**config.mk**
```make
export PLATFORM = sky130hd
export DESIGN_NAME = bns_div
export DESIGN_NICKNAME = d
export VERILOG_FILES = /design/src/rtl/bns_pkg.sv /design/src/rtl/bns_div.sv
export SDC_FILE = /design/constraint.sdc
export NUM_CORES = 1
export LEC_CHECK = 0
export BUFFER_PORTS_ARGS = -buffer_cell sky130_fd_sc_hd__buf_4
export CORE_UTILIZATION = 56
export CTS_BUF_LIST = sky130_fd_sc_hd__clkbuf_8
export DETAILED_ROUTE_END_ITERATION = 8
export HOLD_SLACK_MARGIN = 0.02
export PLACE_DENSITY = 0.86
export SLEW_MARGIN = 5
export SYNTH_ARGS = -nofsm -noshare
export SYNTH_HDL_FRONTEND = slang
export SYNTH_SLANG_ARGS = --single-unit
```
**constraint.sdc**
```tcl
create_clock -name clk -period 2.6 [get_ports clk]
set_input_delay 0.13 -clock clk [delete_from_list [all_inputs] [get_ports clk]]
set_output_delay 0.13 -clock clk [all_outputs]
set_load 0.05 [all_outputs]
```
**src/rtl/bns_pkg.sv**
```systemverilog
// Shared constants, widths and status codes for the buzzer note sequencer.
// Used by bns_div and buzzer_note_sequencer_core; depends on nothing.
package bns_pkg;

  localparam int QUEUE_DEPTH = 256;
  localparam int PTR_W       = $clog2(QUEUE_DEPTH);
  localparam int CNT_W       = $clog2(QUEUE_DEPTH + 1);

  localparam int PITCH_W = 16;
  localparam int DIVR_W  = 8;
  localparam int WHOLE_W = 16;
  localparam int DUR_W   = 17;
  localparam int NOTE_W  = PITCH_W + DUR_W;

  // bit-serial divider: one quotient bit per cycle
  localparam int DIV_CNT_W = $clog2(WHOLE_W + 1);

  localparam int CFG_IDX_W = 1;
  localparam logic [CFG_IDX_W-1:0] CFG_SOUND_ENABLE = 1'd0;
  localparam logic [CFG_IDX_W-1:0] CFG_WHOLE_NOTE   = 1'd1;

  localparam logic ACT_APPEND = 1'b0;
  localparam logic ACT_TICK   = 1'b1;

  typedef enum logic [1:0] {
    STAT_OK       = 2'd0,
    STAT_FULL     = 2'd1,
    STAT_ZERO_DIV = 2'd2,
    STAT_DISABLED = 2'd3
  } status_t;

endpackage

```
**src/rtl/bns_div.sv**
```systemverilog
// Bit-serial restoring divider: whole-note time over the divider magnitude.
// Depends on bns_pkg; one quotient bit per cycle, and a start while busy restarts the division.
module bns_div
  import bns_pkg::*;
(
  input  logic               clk,
  input  logic               rst,
  input  logic               start,
  input  logic [WHOLE_W-1:0] dividend,
  input  logic [DIVR_W-1:0]  divisor,
  output logic               done,
  output logic [WHOLE_W-1:0] quotient
);

  logic [DIVR_W-1:0]    rem;
  logic [DIVR_W-1:0]    dsr;
  logic [WHOLE_W-1:0]   dvd;
  logic [DIV_CNT_W-1:0] cnt;
  logic [DIVR_W:0]      trial;
  logic                 qbit;
  logic [DIVR_W:0]      diff;

  assign trial    = {rem, dvd[WHOLE_W-1]};
  assign qbit     = (trial >= {1'b0, dsr});
  assign diff     = trial - {1'b0, dsr};
  assign quotient = dvd;

  always_ff @(posedge clk) begin
    if (rst) begin
      cnt  <= '0;
      done <= 1'b0;
    end else begin
      if (start) begin
        cnt  <= DIV_CNT_W'(WHOLE_W);
        done <= 1'b0;
      end else if (cnt != '0) begin
        cnt  <= cnt - 1'b1;
        done <= (cnt == DIV_CNT_W'(1));
      end else begin
        done <= 1'b0;
      end
    end
  end

  // shift the dividend out at the top, quotient bits in at the bottom
  always_ff @(posedge clk) begin
    if (start) begin
      rem <= '0;
      dsr <= divisor;
      dvd <= dividend;
    end else if (cnt != '0) begin
      rem <= qbit ? diff[DIVR_W-1:0] : trial[DIVR_W-1:0];
      dvd <= {dvd[WHOLE_W-2:0], qbit};
    end
  end

endmodule

```
Word-level counts from Yosys, hierarchy flattened:

Cells that the tools add are included.

* register bits after elaboration: 38
* input bits: 27
* logic and storage cells: 20

* add/sub/neg operators: 2
* order comparisons: 1
* eq/ne operators: 1
* mux-type cells: 5
* bitwise logic cells: 1
* reductions and logical operators: 4

Operators with widths (number)
* 16-bit 2-to-1 mux: 2
* 5-bit 2-to-1 mux: 2
* 9-bit by 8-bit greater-or-equal comparator with 1-bit output: 1
* 8-bit 2-to-1 mux: 1
* 8-bit subtractor: 1
* 5-bit by 1-bit equality test with 1-bit output, second input constant: 1
* 5-bit nonzero test: 1
* 5-bit by 1-bit subtractor with 5-bit output, second input constant: 1
* 3-bit OR reduction: 1
* 2-bit nonzero test: 1
* 2-bit OR reduction: 1
* 1-bit NOT: 1

Logic depth before layout (Yosys ltp):

Gate-level depths: netlist (run 1).

* depth after elaboration: 3
* depth in mapped cells: 9
* depth with buffers taken out: 8

Worst setup path after synthesis (run 1):

OpenSTA, ideal clock, no wires.

* path type: register to register
* start: register dvd[15] (netlist: quotient[15])
* end: register rem[6]
* library setup time: 0.086 ns
* data arrival time: 2.242 ns
* path slack: 0.273 ns
* cell stages (with the launch flop): 9
* buffers on the path: 0
* clock period less this slack: 2.327 ns
* path through: edfxtp_1 > inv_1 > ha_1 > fa_1 > nand2b_1 > a2111o_1 > o211ai_1 > o21ai_1 > a211oi_1

* word-level cells in the longest chain between the ends: 2

RTL lines
* start: declaration: RTL line bns_div.sv:17 `logic [WHOLE_W-1:0] dvd;`
* start signal: assignment: RTL line bns_div.sv:50 `dvd <= dividend;`
* start signal: assignment: RTL line bns_div.sv:53 `dvd <= {dvd[WHOLE_W-2:0], qbit};`
* 8-bit subtractor / 9-bit by 8-bit greater-or-equal comparator with 1-bit output (equally long branches): RTL line bns_div.sv:25, bns_div.sv:24
* 8-bit 2-to-1 mux *: RTL line bns_div.sv:52 `rem <= qbit ? diff[DIVR_W-1:0] : trial[DIVR_W-1:0];`
* end signal: assignment: RTL line bns_div.sv:52
* end: declaration: RTL line bns_div.sv:15 `logic [DIVR_W-1:0] rem;`

Every way passes the cells marked *; elsewhere a longest branch is shown, timed or not.
A chain may end at the register's enable or synchronous reset.

Worst setup path after layout (run 1):

Same ends and word-level chain as after synthesis.

==> reports/metrics.yaml, run 1 <==
instances_no_fill: 288
worstPathRequired_ps: 2810
synthTopCellsByCount: "24 x edfxtp_1, 16 x nor2_1, 15 x inv_1, 15 x mux2_2, 14 x dfxtp_1"
comb_power_share_pct: 48.1
wl_per_cell_um: 14.6
fin_setup_tns_ps: 0
synthFlopType: "edfxtp_1"
crit_arrival_ps: 2300
syn-num-nets: 229
critPathMaxFanout: 4
synth-edff-count: 24
routed_via_density: 5.51
dp_hpwl_um: 2800
dr.pass1.iters: 4
max-clock-path-buffers: 2
synth-async-reset-ratio_pct: 0
clock-sinks: 38
dp_cells: 272
vdd_drop_max_mv: 0.574
setup_slack_ps: 504
grt_busiest_layer: "met2"
grt.met3_usage_pct: 6.16
period_share_pct: 80.6
clock.fmax_ghz: 0.477
drv_cap: 0
use_met1_pct: 28.6
num_vias: 1587
p_sw_share_pct: 41.5
antenna_found_initial: 0
drc: 0
p_leak_nw: 1.05
p_per_area_nw_per_um2: 956
yosysSeqAreaShare_pct: 47.9
clockPowerShare_pct: 15.2
rows: 21
pre_cts_slack_ps: 509
io_buffers: 43
first_iter_violations: 117
finalSetupViolCount: 0
areaGrowthSynthToFinish_pct: 22.9
antenna_left: 0
share_seq_of_total_power_pct: 36.7
cts_made_buffers: 5
cts.htree.levels: 2
syn_inst: 191
grt_max_degree: 47
clk_pin_slew_worst_paths_ps: 70
rsz0062_at_grt: "false"
end_kind: "flip-flop"
clk_latency_ps: 290
start_util_pct: 60.7
die_area_sq_um: 3980
overflow: 0
report.final.slew_viol_count: 0
die_h_um: 63.1
whs_ps: 41.1
hold_violations: 0
globalplace.congestion: 0.854
ios: 44
clockRootBuffer: "clkbuf_8"
fin_skew_ps: 4.05
post_cts_buffers: 0
antenna_cells: 0
fp.dieW_um: 63.1
tightestPinTransition_ps: 562
relSlewSlack_pct: 62.3
grt_pass1_vias: 1549
synthTopCellsByArea: "edfxtp_1 34%, dfxtp_1 13%, mux2_2 8.1%"
critPathKind: "flip-flop to flip-flop"
synth_area_leader_cell: "edfxtp_1"
power_switching_mw: 1.02
ys_ff_latch: 38
status: "finished, final reports clean"
drive_above_1_share_pct: 31.0
grt_use_met2_pct: 39.5
core-area_sq_um: 3440
synth_top_area_share_pct: 34.5
synthesis.area_sq_um: 2090
final_core_util_pct: 74.6
synth_area_per_cell_sq_um: 10.9
yosysMostFrequentCell: "edfxtp_1"
critical-path-max-stage-delay_ps: 410
grt.total_usage_pct: 23.4
hp-class: "primary input to flip-flop"
cp_cell_sequence: "inv_1 -> ha_1 -> fa_1 -> nand2b_1 -> a2111o_1 -> o211ai_1 -> o21ai_1 -> a211oi_1"
slowest_stage: "fa_1"
ys_types: 44
start_kind: "flip-flop"
p_int_mw: 1.43
ys_warn_count: 0
fin_nets: 279
routed_wl_um: 4220
period_needed_ps: 2100
cts_tree: "yes"
grt_pass1_wl_um: 7070
[registers in the layout, summed over array words and instances, names as in the netlist]
register,count
cnt,5
done,1
rem,8
dsr,8
quotient,16
[cells in the final DEF, fill, tap and decap left out, types with 8 or more instances in the layout]
master,count
a21oi_1,9
buf_4,44
dfxtp_1,14
dlygate4sd3_1,8
edfxtp_1,24
ha_1,10
inv_1,18
mux2_2,15
nor2_1,16
o21ai_0,9
[power groups by stage]
stage | Clock, mW | Combinational, mW | Sequential, mW
floorplan | 0 | 0.723 | 1.09
global placement | 0 | 1.15 | 0.901
detailed placement | 0 | 1.16 | 0.902
CTS | 0.377 | 1.17 | 0.895
global route | 0.395 | 1.30 | 0.914
finish | 0.373 | 1.18 | 0.900
[per-layer routing]
metal,wire length (um),up-vias,part of all wire [%]
met5,0,-,0
met4,91,0,2.2
met3,223,11,5.3
met2,2040,45,48
met1,1860,730,44
li1,-,801,-
[per-stage QoR]
step	power, mW	instance area [sq um]
after floorplan	1.81	2090
after global placement	2.05	2410
after detailed placement	2.06	2410
after CTS	2.45	2570
after global routing	2.61	2570
final	2.45	2570
[repair_timing]
| item | CTS | global route |
|---|---|---|
| gates resized for setup | 0 | 0 |
| hold buffers | 8 | 0 |
| hold endpoints to repair | 8 | 0 |
[worst max-delay path, delay by kind of cell (launching register included)]
kind / cells / cell delay (ps)
AOI/OAI and AO/OA: 4 / 750
adders and majority gates: 2 / 660
and+or+nand+nor: 1 / 200
buffers and inverters: 1 / 60
DFF: 1 / 350
[cell families after synthesis]
logic type | synth area share (%)
AO/OA/AOI/OAI | 13.7
XOR/XNOR | 2.51
adder cells (fa/ha/maj) | 6.95
buffers and inverters | 5.99
flip-flops | 47.9
multiplexers | 8.08
AND/OR/NAND/NOR | 14.9
[worst paths after layout]
path           startpoint  slack, ps  endpoint  cells past startpoint
max reg2reg  quotient[15]        500    rem[6]                      8
min reg2reg        cnt[4]        510    cnt[4]                      2
max          quotient[15]        500    rem[6]                      8
min                   rst         40    cnt[4]                      2
[layout make-up]
class / count / area (sq um)
sequential: 38 / 1000
multi-input combinational: 129 / 963
fill: 234 / 873
timing repair buffer: 52 / 410
clock buffer: 5 / 68.8
tap: 46 / 57.6
inverter: 15 / 56.3
clock inverter: 3 / 11.3
No activity file was read; power rests on OpenSTA's default activity.
==> run 2, diff against run 1 <==
--- a/config.mk
+++ b/config.mk
@@ -6,11 +6,11 @@
 export NUM_CORES = 1
 export LEC_CHECK = 0
 export BUFFER_PORTS_ARGS = -buffer_cell sky130_fd_sc_hd__buf_4
-export CORE_UTILIZATION = 56
+export CORE_UTILIZATION = 51
 export CTS_BUF_LIST = sky130_fd_sc_hd__clkbuf_8
 export DETAILED_ROUTE_END_ITERATION = 8
 export HOLD_SLACK_MARGIN = 0.02
-export PLACE_DENSITY = 0.86
+export PLACE_DENSITY = 0.82
 export SLEW_MARGIN = 5
 export SYNTH_ARGS = -nofsm -noshare
 export SYNTH_HDL_FRONTEND = slang
==> constraint.sdc (replaced) <==
create_clock -name clk -period 1.9 [get_ports clk]
set_input_delay 0.095 -clock clk [delete_from_list [all_inputs] [get_ports clk]]
set_output_delay 0.095 -clock clk [all_outputs]
set_load 0.05 [all_outputs]
==> run 2 against run 1 <==
The run now ends with setup timing left. Die area is 9.5% higher. Non-clock buffer count is 9 higher. Sequential share of layout area is 2.8 points lower. Global-route usage is 0.62 points lower. Maximum frequency is 2.3% higher. Power is 52% higher. Critical path depth is 1 lower. Utilization is 1.9 points lower. Setup slack worse by 650 ps. Final cell count is 4.2% higher. Routed wire length is 12% higher. Sequential power is 38% higher. Largest cell class is now multi-input combinational cells.
==> reports/metrics.yaml, run 2 (same netlist as run 1, synthesis figures left out) <==
dp_hpwl_um: 3080  # +10%
fin_skew_ps: 7.20  # +3.15 ps
finalSetupViolCount: 1  # +1
vdd_drop_max_mv: 0.824  # +44%
dr.pass1.iters: 4  # unchanged
cts_made_buffers: 5  # unchanged
max-clock-path-buffers: 2  # unchanged
start_util_pct: 55.0  # -5.7 points
io_buffers: 43  # unchanged
core-area_sq_um: 3800  # +10%
hold_violations: 0  # unchanged
fin_nets: 289  # +3.6%
critPathKind: "flip-flop to flip-flop"
period_needed_ps: 2050  # -47.4 ps
power_mw: 3.73  # +52%
r2r_start: "dsr[0]"
use_met1_pct: 29.9  # +1.3 points
antenna_left: 0  # unchanged
drc: 0  # unchanged
drv_cap: 0  # unchanged
wl_per_cell_um: 15.8  # +7.9%
crit_arrival_ps: 2240  # -60 ps
die_area_sq_um: 4360  # +9.5%
most-common-layout-cells: "52 x buf_4, 24 x edfxtp_1, 16 x nor2_1, 15 x inv_1, 15 x mux2_2"
die_h_um: 66.0  # +4.6%
path_delay_family: "compound AO/OA/AOI/OAI gates"
grt_use_met2_pct: 34.9  # -4.6 points
p_leak_nw: 1.10  # +4.6%
routed_via_density: 5.72  # +3.8%
antenna_found_initial: 0  # unchanged
grt_pass1_wl_um: 7220  # +2.1%
clock-sinks: 38  # unchanged
grt.met3_usage_pct: 7.41  # +1.3 points
crit_buf_inv: 0  # -1
critical-path-max-stage-delay_ps: 420  # about the same
clock.fmax_ghz: 0.488  # +2.3%
cts_tree: "yes"
first_iter_violations: 128  # +9.4%
relSlewSlack_pct: 65.0  # +2.7 points
startpoint: "dsr[0]"
instances_no_fill: 300  # +4.2%
clk_latency_ps: 300  # about the same
critPathMaxFanout: 3  # -1
fp.dieW_um: 66.0  # +4.6%
end_kind: "flip-flop"
hp-class: "primary input to flip-flop"
violations: "setup timing"
cp_cell_sequence: "ha_4 -> fa_2 -> nand2b_4 -> a2111o_1 -> o211ai_1 -> o21ai_1 -> a211oi_1"
rsz0062_at_grt: "true"
rows: 22  # +4.8%
report.final.slew_viol_count: 0  # unchanged
status: "complete, but fails checks"
setup_slack_ps: -149  # -653 ps
grt_max_degree: 47  # unchanged
period_share_pct: 108  # +27 points
regArea_sq_um: 1000  # unchanged
ios: 44  # unchanged
largest_reg_flops: 16  # unchanged
num_vias: 1716  # +8.1%
overflow: 0  # unchanged
antenna_cells: 0  # unchanged
fillers: 262  # +12%
globalplace.congestion: 0.834  # -2.4%
tightestPinTransition_ps: 526  # -36.8 ps
dp_cells: 279  # +2.6%
min_from: "dividend[14]"
grt_pass1_vias: 1526  # -1.5%
routed_wl_um: 4740  # +12%
multiInputGateArea_sq_um: 1080  # +13%
p_per_area_nw_per_um2: 1350  # +41%
grt_busiest_layer: "met2"
slowest_stage: "edfxtp_1"
start_kind: "flip-flop"
worstPathRequired_ps: 2090  # -720 ps
clockRootBuffer: "clkbuf_8"
grt.total_usage_pct: 22.8  # -0.62 points
final_common_cell: "buf_4"
drive_above_1_share_pct: 39.3  # +8.3 points
areaGrowthSynthToFinish_pct: 32.3
clk_pin_slew_worst_paths_ps: 80  # about the same
cts.htree.levels: 2  # unchanged
## run 2: worst paths after layout
| kind | slack [ps] | cells past startpoint | end |
|---|---|---|---|
| setup / recovery | -150 | 7 | rem[6] |
| hold / removal | 100 | 2 | quotient[14] |
| setup reg to reg | -150 | 7 | rem[6] |
| hold reg to reg | 510 | 2 | cnt[4] |
## run 2: power breakdown
part           switching, mW  internal (mW)  total (mW)  leakage (nW)
Combinational           1.15          0.811        1.96         0.695
Sequential             0.145           1.09        1.24         0.357
Clock                  0.285          0.247       0.532        0.0468
Total                   1.58           2.15        3.73          1.10
## run 2: final cells by class
type                            count  area share (%)
Multi-Input combinational cell    130            39.2
Inverter                           15            2.04
Tap cell                           48            2.17
Clock buffer                        5            2.49
Timing Repair Buffer               61            17.4
Clock inverter                      3           0.453
Sequential cell                    38            36.2
## run 2: timing repair
action | CTS | global route
gates cloned | 0 | 1
gates resized for setup | 2 | 13
endpoints found under the setup margin | 4 | 8
hold endpoints to repair | 14 | 0
buffers inserted | 1 | 2
hold buffers | 9 | 0
pin swaps | 1 | 3
## run 2: metrics by stage
stage          cell area (sq um)  TNS [ps]  utilization [%]  hold WS, ps  setup slack (ps)
5_1_grt                     2760      -257             72.8         86.8              -181
4_1_cts                     2680     -45.8             70.5         91.7             -38.9
3_3_place_gp                2490         0             65.5          273              19.0
2_1_floorplan               2130      -464                -          167              -268
6_report                    2760      -149             72.8         97.7              -149
3_5_place_dp                2490     -46.7             65.5          275             -28.9
## run 2: routing by layer
metal  up-vias  share of wire [%]
met5         -                  0
met3         4                8.0
met1       821                 43
met4         0                1.3
met2        71                 48
li1        820                  -
