<file path="src/rtl/bns_ram.sv">
// Generic single-write, single-read RAM with a registered read port.
// No dependencies; contents are undefined until written.
module bns_ram #(
  parameter int WIDTH = 8,
  parameter int DEPTH = 16
) (
  input  logic                     clk,
  input  logic                     we,
  input  logic [$clog2(DEPTH)-1:0] waddr,
  input  logic [WIDTH-1:0]         wdata,
  input  logic                     re,
  input  logic [$clog2(DEPTH)-1:0] raddr,
  output logic [WIDTH-1:0]         rdata
);

  logic [WIDTH-1:0] mem [DEPTH];

  always_ff @(posedge clk) begin
    if (we) begin
      mem[waddr] <= wdata;
    end
    if (re) begin
      rdata <= mem[raddr];
    end
  end

endmodule

</file>
<file path="config.mk">
export PLATFORM = sky130hd
export DESIGN_NAME = bns_ram
export DESIGN_NICKNAME = d
export VERILOG_FILES = /design/src/rtl/bns_ram.sv
export SDC_FILE = /design/constraint.sdc
export NUM_CORES = 1
export LEC_CHECK = 0
export BUFFER_PORTS_ARGS = -buffer_cell sky130_fd_sc_hd__buf_2
export CAP_MARGIN = 30
export CORE_AREA = 2 2 111 113
export CTS_CLUSTER_DIAMETER = 50
export CTS_CLUSTER_SIZE = 20
export DETAILED_ROUTE_END_ITERATION = 16
export DIE_AREA = 0 0 113 115
export SKIP_LAST_GASP = 1
export SYNTH_ARGS = -nofsm -noshare
export SYNTH_HDL_FRONTEND = slang
export SYNTH_SLANG_ARGS = --single-unit
</file>
<file path="constraint.sdc">
create_clock -name clk -period 2.8 [get_ports clk]
set_input_delay 0.28 -clock clk [delete_from_list [all_inputs] [get_ports clk]]
set_output_delay 0.28 -clock clk [all_outputs]
set_load 0.02 [all_outputs]
</file>
### Word-level counts from Yosys, hierarchy flattened

Memories as Yosys holds them, arrays and structs flattened. A register that Yosys moved wholly into a read port is not among the register bits.
Index checks and enable logic that the tools add are counted.

* $add $sub $neg: 0
* $mul: 0
* div/mod/pow operators: 0
* order comparisons: 0
* eq/ne operators: 0
* shift-type cells: 0
* muxes and demuxes: 2
* bitwise logic cells: 0
* reduce and logical (&&, ||, !) cells: 0

Operators with widths (count)
* two-way mux 1 bit: 2

* flip-flop bits (word level): 0
* bits in latches: 0
* RAM bits: 128
* ROM bits: 0
* bits of input ports: 19
* memories kept: 1

Memory list
* mem: depth 16, bits a word 8, read ports 1, clocked after Yosys merged registers in 1, wr ports 1, RTL line 16 `logic [WIDTH-1:0] mem [DEPTH];`

### Logic depth before layout (Yosys ltp)

Gate-level depths: netlist of run 1.

* depth in word-level cells: 2
* gate-level depth with buffers: 5

### Worst setup path before layout of run 1

OpenSTA, ideal clock, no wires.

* kind: input to register
* start: input port waddr[2]
* end: memory mem[0][0], enable pin
* library setup time: 0.383 ns
* arrival time: 1.390 ns
* required time: 2.417 ns
* path slack: 1.027 ns
* stages: 2
* path buffers: 0
* cells stage by stage: or3b_2 -> nor3_1

RTL lines
* start: declaration: RTL line 9 `input logic [$clog2(DEPTH)-1:0] waddr,`
* end: declaration: RTL line 16

Straight into the memory's write port.

### Worst setup path in the final report of run 1

* start: input port waddr[2]
* end: memory mem[2][0], enable pin

Straight into the memory's write port.

==> results.json, run 1 <==
{
  "first_global_vias": 2454,
  "cap_viol_max_count": 0,
  "timing.final.crit_period_ps": 1560,
  "required_ps": 2840,
  "areaGrowthSynthToFinish_pct": 18.4,
  "final_sum_of_negative_setup_slack_ps": 0,
  "routed_wirelength_mm": 10.4,
  "power.density_nw_per_um2": 791,
  "use_met2": 0.255,
  "power_report.internal_total_w": 0.00395,
  "synth_cells": 229,
  "synth.area.top_cells": "sky130_fd_sc_hd__edfxtp_1 (78%), sky130_fd_sc_hd__mux4_2 (7.8%), sky130_fd_sc_hd__mux4_1 (7.0%)",
  "tightestPinTransition_ps": 984,
  "worst_setup_path_end_kind": "flip-flop",
  "timing.max_slew.rel_slack": 0.342,
  "netSwitchingFraction": 0.193,
  "synth.yosys.seq_area_share": 0.781,
  "hold_path.class": "in2reg",
  "worstHoldStart": "re",
  "yosys_warnings": 0,
  "multi_input_area_um2": 1060,
  "vias": 2402,
  "finalClockSkew_ps": 5.45,
  "port-buffer-count": 26,
  "register_area_um2": 4080,
  "post_route_cells_drive_above_1_share": 0.294,
  "worst_skew_pair.late_latency_ps": 410,
  "peakVddDrop_mv": 0.304,
  "synth_flop_cell": "sky130_fd_sc_hd__edfxtp_1",
  "startpoint_type": "primary input",
  "detail_route.drc_violations": 3,
  "globalRouteMet3Util": 0.0480,
  "regToRegEndpoint": "rdata[2]",
  "globalRouteMet1Util": 0.250,
  "unrepaired_setup_endpoints_after_global_routing": "no",
  "setup.worst_path.start": "waddr[2]",
  "post-cts-setup-buffers": 0,
  "finalPower_w": 0.00490,
  "ratio_of_final_minimum_period_to_clock_period": 0.556,
  "reg2reg_setup_slack_ps": 1350,
  "postRouteAntennaNets": 0,
  "critical_path.max_fanout": 8,
  "place.detailed.hpwl_mm": 6.01,
  "mappedNetlistNets": 248,
  "async_reset_ff_frac": 0,
  "r2r-start": "mem[0][2]",
  "r2r.worst_path.cells": 3,
  "clockRootBuffer": "sky130_fd_sc_hd__clkbuf_16",
  "worstSetupEndpoint": "mem[2][0]",
  "drt_first_iter_violations": 187,
  "largest_buffer_count_on_any_clock_path": 2,
  "tritoncts": "done",
  "path_class": "in2reg",
  "combined_area_of_all_synthesized_cells_um2": 5230,
  "nNetsFinal": 295,
  "combPwrFrac": 0.043,
  "htree_levels": 4,
  "core_area_um2": 11800,
  "cts.hold.buffers_added": 0,
  "netSwitchingPower_w": 0.000947,
  "synth_enable_flop_cells": 136,
  "cts_inserted_buffers": 17,
  "result_of_the_run": "complete, but fails checks",
  "grt_use_total": 0.173,
  "clk_transition_reported_paths_ps": 60,
  "drt-wirelength-per-cell_um": 23.8,
  "p_leak_nw": 2.08,
  "finalSetupViolations": 0,
  "max_freq_mhz": 643,
  "dieWidth_um": 113,
  "rows": 40,
  "number_of_antenna_violations_at_the_first_check_in_global_routing": 0,
  "share_clk_of_total_power": 0.486,
  "cts_resized": 0,
  "seqPwrFrac": 0.471,
  "n_antenna_cell": 0,
  "arrival_ps": 1590,
  "netlist_cell_types": 18,
  "drt-pass1-iter-count": 10,
  "violations": "DRC",
  "floorplan.die_area_um2": 13000,
  "grt_pass1_wl_mm": 15.4,
  "finalHoldViolCount": 0,
  "vias_per_cell": 5.51,
  "ys_ff_latch": 136,
  "netlist_top_cells_count": "sky130_fd_sc_hd__edfxtp_1 (136), sky130_fd_sc_hd__mux4_2 (18), sky130_fd_sc_hd__a22oi_1 (16)",
  "starting_utilization_of_the_core_area": 0.443,
  "num_io_pins": 27,
  "final_max_slew_viol_count": 0,
  "filler_cell_count_in_the_final_layout": 920,
  "avgSynthCellArea_um2": 22.8,
  "chipHeight_um": 115,
  "grt_max_degree": 33,
  "post_synth_top_area_share": 0.781,
  "global_route.overflow_total": 0,
  "synth_area_leader_cell": "sky130_fd_sc_hd__edfxtp_1",
  "synth.most_common_cell": "sky130_fd_sc_hd__edfxtp_1",
  "sinks_on_the_clock_net": 136,
  "routabilityCongestion": 0.726,
  "busiest_layer": "met2"
}
cells in the final DEF, fill, tap and decap left out:
| cell | n |
|---|---|
| sky130_fd_sc_hd__a22oi_1 | 16 |
| sky130_fd_sc_hd__and2_1 | 1 |
| sky130_fd_sc_hd__and2b_1 | 1 |
| sky130_fd_sc_hd__buf_12 | 1 |
| sky130_fd_sc_hd__buf_2 | 26 |
| sky130_fd_sc_hd__buf_4 | 11 |
| sky130_fd_sc_hd__bufinv_16 | 5 |
| sky130_fd_sc_hd__clkbuf_1 | 1 |
| sky130_fd_sc_hd__clkbuf_16 | 17 |
| sky130_fd_sc_hd__clkinv_1 | 3 |
| sky130_fd_sc_hd__clkinv_2 | 2 |
| sky130_fd_sc_hd__clkinv_4 | 1 |
| sky130_fd_sc_hd__clkinvlp_4 | 2 |
| sky130_fd_sc_hd__edfxtp_1 | 136 |
| sky130_fd_sc_hd__inv_6 | 1 |
| sky130_fd_sc_hd__mux4_1 | 14 |
| sky130_fd_sc_hd__mux4_2 | 18 |
| sky130_fd_sc_hd__nand2_1 | 9 |
| sky130_fd_sc_hd__nand2b_1 | 2 |
| sky130_fd_sc_hd__nand3_1 | 1 |
| sky130_fd_sc_hd__nand3b_1 | 2 |
| sky130_fd_sc_hd__nor2_1 | 13 |
| sky130_fd_sc_hd__nor2b_1 | 1 |
| sky130_fd_sc_hd__nor3_1 | 4 |
| sky130_fd_sc_hd__or3b_2 | 1 |
how the worst min path moves through the flow:
stage	to	slack, ps	depth (start not counted)
floorplan	mem[0][0]	380	0
global placement	mem[14][2]	660	1
detailed placement	rdata[2]	660	1
CTS	rdata[6]	230	1
global route	rdata[6]	230	1
finish	rdata[6]	240	1
cell families (layout without fill, tap and decap cells):
logic type             count (synthesis)  after routing  synth area share
buffers and inverters                 10             70            0.0165
muxes                                 32             32             0.148
AOI/OAI and AO/OA                     16             16            0.0230
DFF                                  136            136             0.781
and+or+nand+nor                       35             35            0.0314
power groups by stage:
| stage | clock network (W) | logic, W | registers (W) |
|---|---|---|---|
| 3_3_place_gp | 0 | 0.000212 | 0.00235 |
| 2_1_floorplan | 0 | 0.000116 | 0.00236 |
| 5_1_grt | 0.00250 | 0.000232 | 0.00231 |
| 3_5_place_dp | 0 | 0.000215 | 0.00235 |
| 4_1_cts | 0.00240 | 0.000216 | 0.00231 |
| 6_report | 0.00238 | 0.000213 | 0.00231 |
flip-flops by register name (all words and copies together) (netlist names):
| signal | count |
|---|---|
| mem | 128 |
| rdata | 8 |
layout make-up:
type	instances	share of cell area
Timing Repair Buffer	38	0.0376
Sequential cell	136	0.660
Multi-Input combinational cell	83	0.171
Tap cell	147	0.0297
Clock buffer	18	0.0693
Clock inverter	14	0.0329
per-layer routing:
| layer | routed length, µm | part of all wire |
|---|---|---|
| met3 | 722 | 0.070 |
| met5 | 0 | 0 |
| met4 | 121 | 0.012 |
| met2 | 4910 | 0.47 |
| met1 | 4630 | 0.45 |
worst max-delay path, stage by stage:
cell and delay [ps]:
sky130_fd_sc_hd__buf_2 110, sky130_fd_sc_hd__or3b_2 520, sky130_fd_sc_hd__nor2_1 680
per-stage QoR:
stage | cell area [µm²] | instances | hold slack, ps | util | setup WS [ps]
2_1_floorplan | 5230 | 229 | 379 | - | 1030
3_3_place_gp | 5560 | 404 | 660 | 0.471 | 831
3_5_place_dp | 5560 | 404 | 665 | 0.471 | 795
4_1_cts | 6190 | 436 | 234 | 0.524 | 1250
5_1_grt | 6190 | 436 | 231 | 0.524 | 1160
6_report | 6190 | 436 | 241 | 0.524 | 1240
(Power assumes the default switching activity.)
==> inputs of run 2 (changes only) <==
--- a/config.mk
+++ b/config.mk
@@ -5,13 +5,14 @@
 export SDC_FILE = /design/constraint.sdc
 export NUM_CORES = 1
 export LEC_CHECK = 0
+export ABC_AREA = 1
 export BUFFER_PORTS_ARGS = -buffer_cell sky130_fd_sc_hd__buf_2
 export CAP_MARGIN = 30
-export CORE_AREA = 2 2 111 113
+export CORE_AREA = 2 2 117 119
 export CTS_CLUSTER_DIAMETER = 50
 export CTS_CLUSTER_SIZE = 20
 export DETAILED_ROUTE_END_ITERATION = 16
-export DIE_AREA = 0 0 113 115
+export DIE_AREA = 0 0 119 121
 export SKIP_LAST_GASP = 1
 export SYNTH_ARGS = -nofsm -noshare
 export SYNTH_HDL_FRONTEND = slang
==> constraint.sdc (replaced) <==
create_clock -name clk -period 1.4 [get_ports clk]
set_input_delay 0.14 -clock clk [delete_from_list [all_inputs] [get_ports clk]]
set_output_delay 0.14 -clock clk [all_outputs]
set_load 0.02 [all_outputs]
==> results.json, run 2 <==
{
  "result_of_the_run": "completed",
  "largest_register_ff_count": 128,
  "largest_registers": "mem x128, rdata x8",
  "synth_cells": 551,
  "layout.cells.most_common_list": "sky130_fd_sc_hd__nand2_1 (173), sky130_fd_sc_hd__edfxtp_1 (136), sky130_fd_sc_hd__inv_1 (100)",
  "grt_max_degree": 34,
  "path_class": "reg2reg",
  "first_global_vias": 3852,
  "vias_per_cell": 4.91,
  "avgSynthCellArea_um2": 10.6,
  "vias": 3856,
  "post_layout_nonfiller_instances": 786,
  "clk_transition_reported_paths_ps": 60,
  "synth_xor_area_frac": 0,
  "grt_pass1_wl_mm": 20.8,
  "finalHoldViolCount": 0,
  "hold_path.class": "in2reg",
  "floorplan.die_area_um2": 14400,
  "cts_resized": 0,
  "p_leak_nw": 2.96,
  "peakVddDrop_mv": 0.787,
  "post_route_cells_drive_above_1_share": 0.131,
  "final_max_slew_viol_count": 0,
  "cap_viol_max_count": 0,
  "clockRootBuffer": "sky130_fd_sc_hd__clkbuf_16",
  "sinks_on_the_clock_net": 136,
  "detail_route.drc_violations": 0,
  "synth_area_leader_cell": "sky130_fd_sc_hd__edfxtp_1",
  "most_common_cell_after_layout_fill_and_taps_aside": "sky130_fd_sc_hd__nand2_1",
  "synth_top_family_by_area": "simple AND/OR/NAND/NOR gates",
  "htree_levels": 4,
  "finalClockSkew_ps": 5.92,
  "grt_use_total": 0.200,
  "synth.area.top_cells": "sky130_fd_sc_hd__edfxtp_1 (70%), sky130_fd_sc_hd__nand2_1 (11%), sky130_fd_sc_hd__nand3_1 (8.3%)",
  "drt_first_iter_violations": 460,
  "worstHoldStart": "re",
  "place.detailed.hpwl_mm": 8.45,
  "post_synth_mux_area_share": 0,
  "async_reset_ff_frac": 0,
  "nNetsFinal": 617,
  "chipHeight_um": 121,
  "starting_utilization_of_the_core_area": 0.447,
  "placed_cells_incl_taps": 755,
  "core_area_um2": 13100,
  "tritoncts": "done",
  "worst_setup_path_end_kind": "flip-flop",
  "post_synth_and_or_nand_nor_area_fraction": 0.208,
  "postPlaceCellArea_um2": 6280,
  "drt-pass1-iter-count": 5,
  "post_synth_top_area_share": 0.698,
  "synth.yosys.seq_area_share": 0.698,
  "synth_enable_flop_cells": 136,
  "timing.final.crit_period_ps": 1180,
  "post-cts-setup-buffers": 0,
  "port-buffer-count": 26,
  "arrival_ps": 1350,
  "finalSetupViolations": 0,
  "postRouteAntennaNets": 0,
  "drt-wirelength-per-cell_um": 16.9,
  "filler_cell_count_in_the_final_layout": 1132,
  "synth_flop_cell": "sky130_fd_sc_hd__edfxtp_1",
  "rows": 42,
  "tightestPinTransition_ps": 628,
  "final_cell_area_um2": 6840,
  "number_of_antenna_violations_at_the_first_check_in_global_routing": 0,
  "netlist_cell_types": 11,
  "netlist_top_cells_count": "sky130_fd_sc_hd__nand2_1 (173), sky130_fd_sc_hd__edfxtp_1 (136), sky130_fd_sc_hd__inv_1 (100)",
  "routed_wirelength_mm": 13.3,
  "global_route.overflow_total": 0,
  "ys_ff_latch": 136,
  "num_io_pins": 27,
  "power.density_nw_per_um2": 1390,
  "setup.worst_path.start": "mem[7][0]",
  "critical_path.max_fanout": 1,
  "hold_slack_ps": 82.2,
  "r2r-start": "mem[7][0]",
  "startpoint_type": "flip-flop",
  "combined_area_of_all_synthesized_cells_um2": 5850,
  "dieWidth_um": 119,
  "largest_buffer_count_on_any_clock_path": 2,
  "routabilityCongestion": 0.849,
  "cts_inserted_buffers": 17,
  "synth_compound_area_frac": 0,
  "mappedNetlistNets": 570,
  "required_ps": 1570,
  "max_freq_mhz": 850,
  "worst_skew_pair.late_latency_ps": 420,
  "unrepaired_setup_endpoints_after_global_routing": "no",
  "synthAdderAreaFrac": 0,
  "synth.most_common_cell": "sky130_fd_sc_hd__nand2_1",
  "yosys_warnings": 0,
  "timing.max_slew.rel_slack": 0.581,
  "ratio_of_final_minimum_period_to_clock_period": 0.841,
  "cts.hold.buffers_added": 0,
  "max_flop_register": "mem",
  "areaGrowthSynthToFinish_pct": 17.0,
  "n_antenna_cell": 0
}
run 2: worst paths after layout:
kind | cells past startpoint | slack, ps | end
worst max register to register | 6 | 220 | rdata[0]
worst min register to register | 6 | 770 | rdata[4]
worst max-delay path | 6 | 220 | rdata[0]
worst min-delay path | 1 | 80 | rdata[0]
run 2: power by group:
part	internal, W	leakage (nW)	total (W)	switching, W
clock network	0.00275	0.279	0.00431	0.00157
logic	0.000179	1.45	0.000593	0.000414
registers	0.00459	1.24	0.00462	0.0000294
run 2: logic make-up after synthesis:
logic type    count (synthesis)
buf+inv                     126
flops                       136
simple gates                289
run 2: critical path: stages, from the launching register on:
cell and delay (ps):
sky130_fd_sc_hd__edfxtp_1 350, sky130_fd_sc_hd__inv_1 60, sky130_fd_sc_hd__nand2_1 50, sky130_fd_sc_hd__nand3_1 100, sky130_fd_sc_hd__nand3_1 110, sky130_fd_sc_hd__nand3_1 170, sky130_fd_sc_hd__nand2_1 80
run 2: layout make-up:
type,instances,area (µm²),area share
Multi-Input combinational cell,289,1210,0.177
Tap cell,176,220,0.0322
Clock inverter,12,134,0.0196
Clock buffer,19,433,0.0633
Inverter,102,383,0.0560
Timing Repair Buffer,52,375,0.0549
Sequential cell,136,4080,0.597
run 2: routing by layer:
layer / GRT usage / wire length, µm
met1: 0.258 / 5780
met2: 0.316 / 6420
met3: 0.0569 / 794
met4: 0.0885 / 286
met5: 0 / 0
run 2: per-stage QoR:
stage	setup WS [ps]	TNS (ps)	total power [W]	utilization
global placement	22.2	0	0.00529	0.480
CTS	224	0	0.00959	0.523
detailed placement	-0.434	-0.434	0.00530	0.480
global route	125	0	0.00983	0.523
finish	223	0	0.00952	0.523
floorplan	309	0	0.00504	-
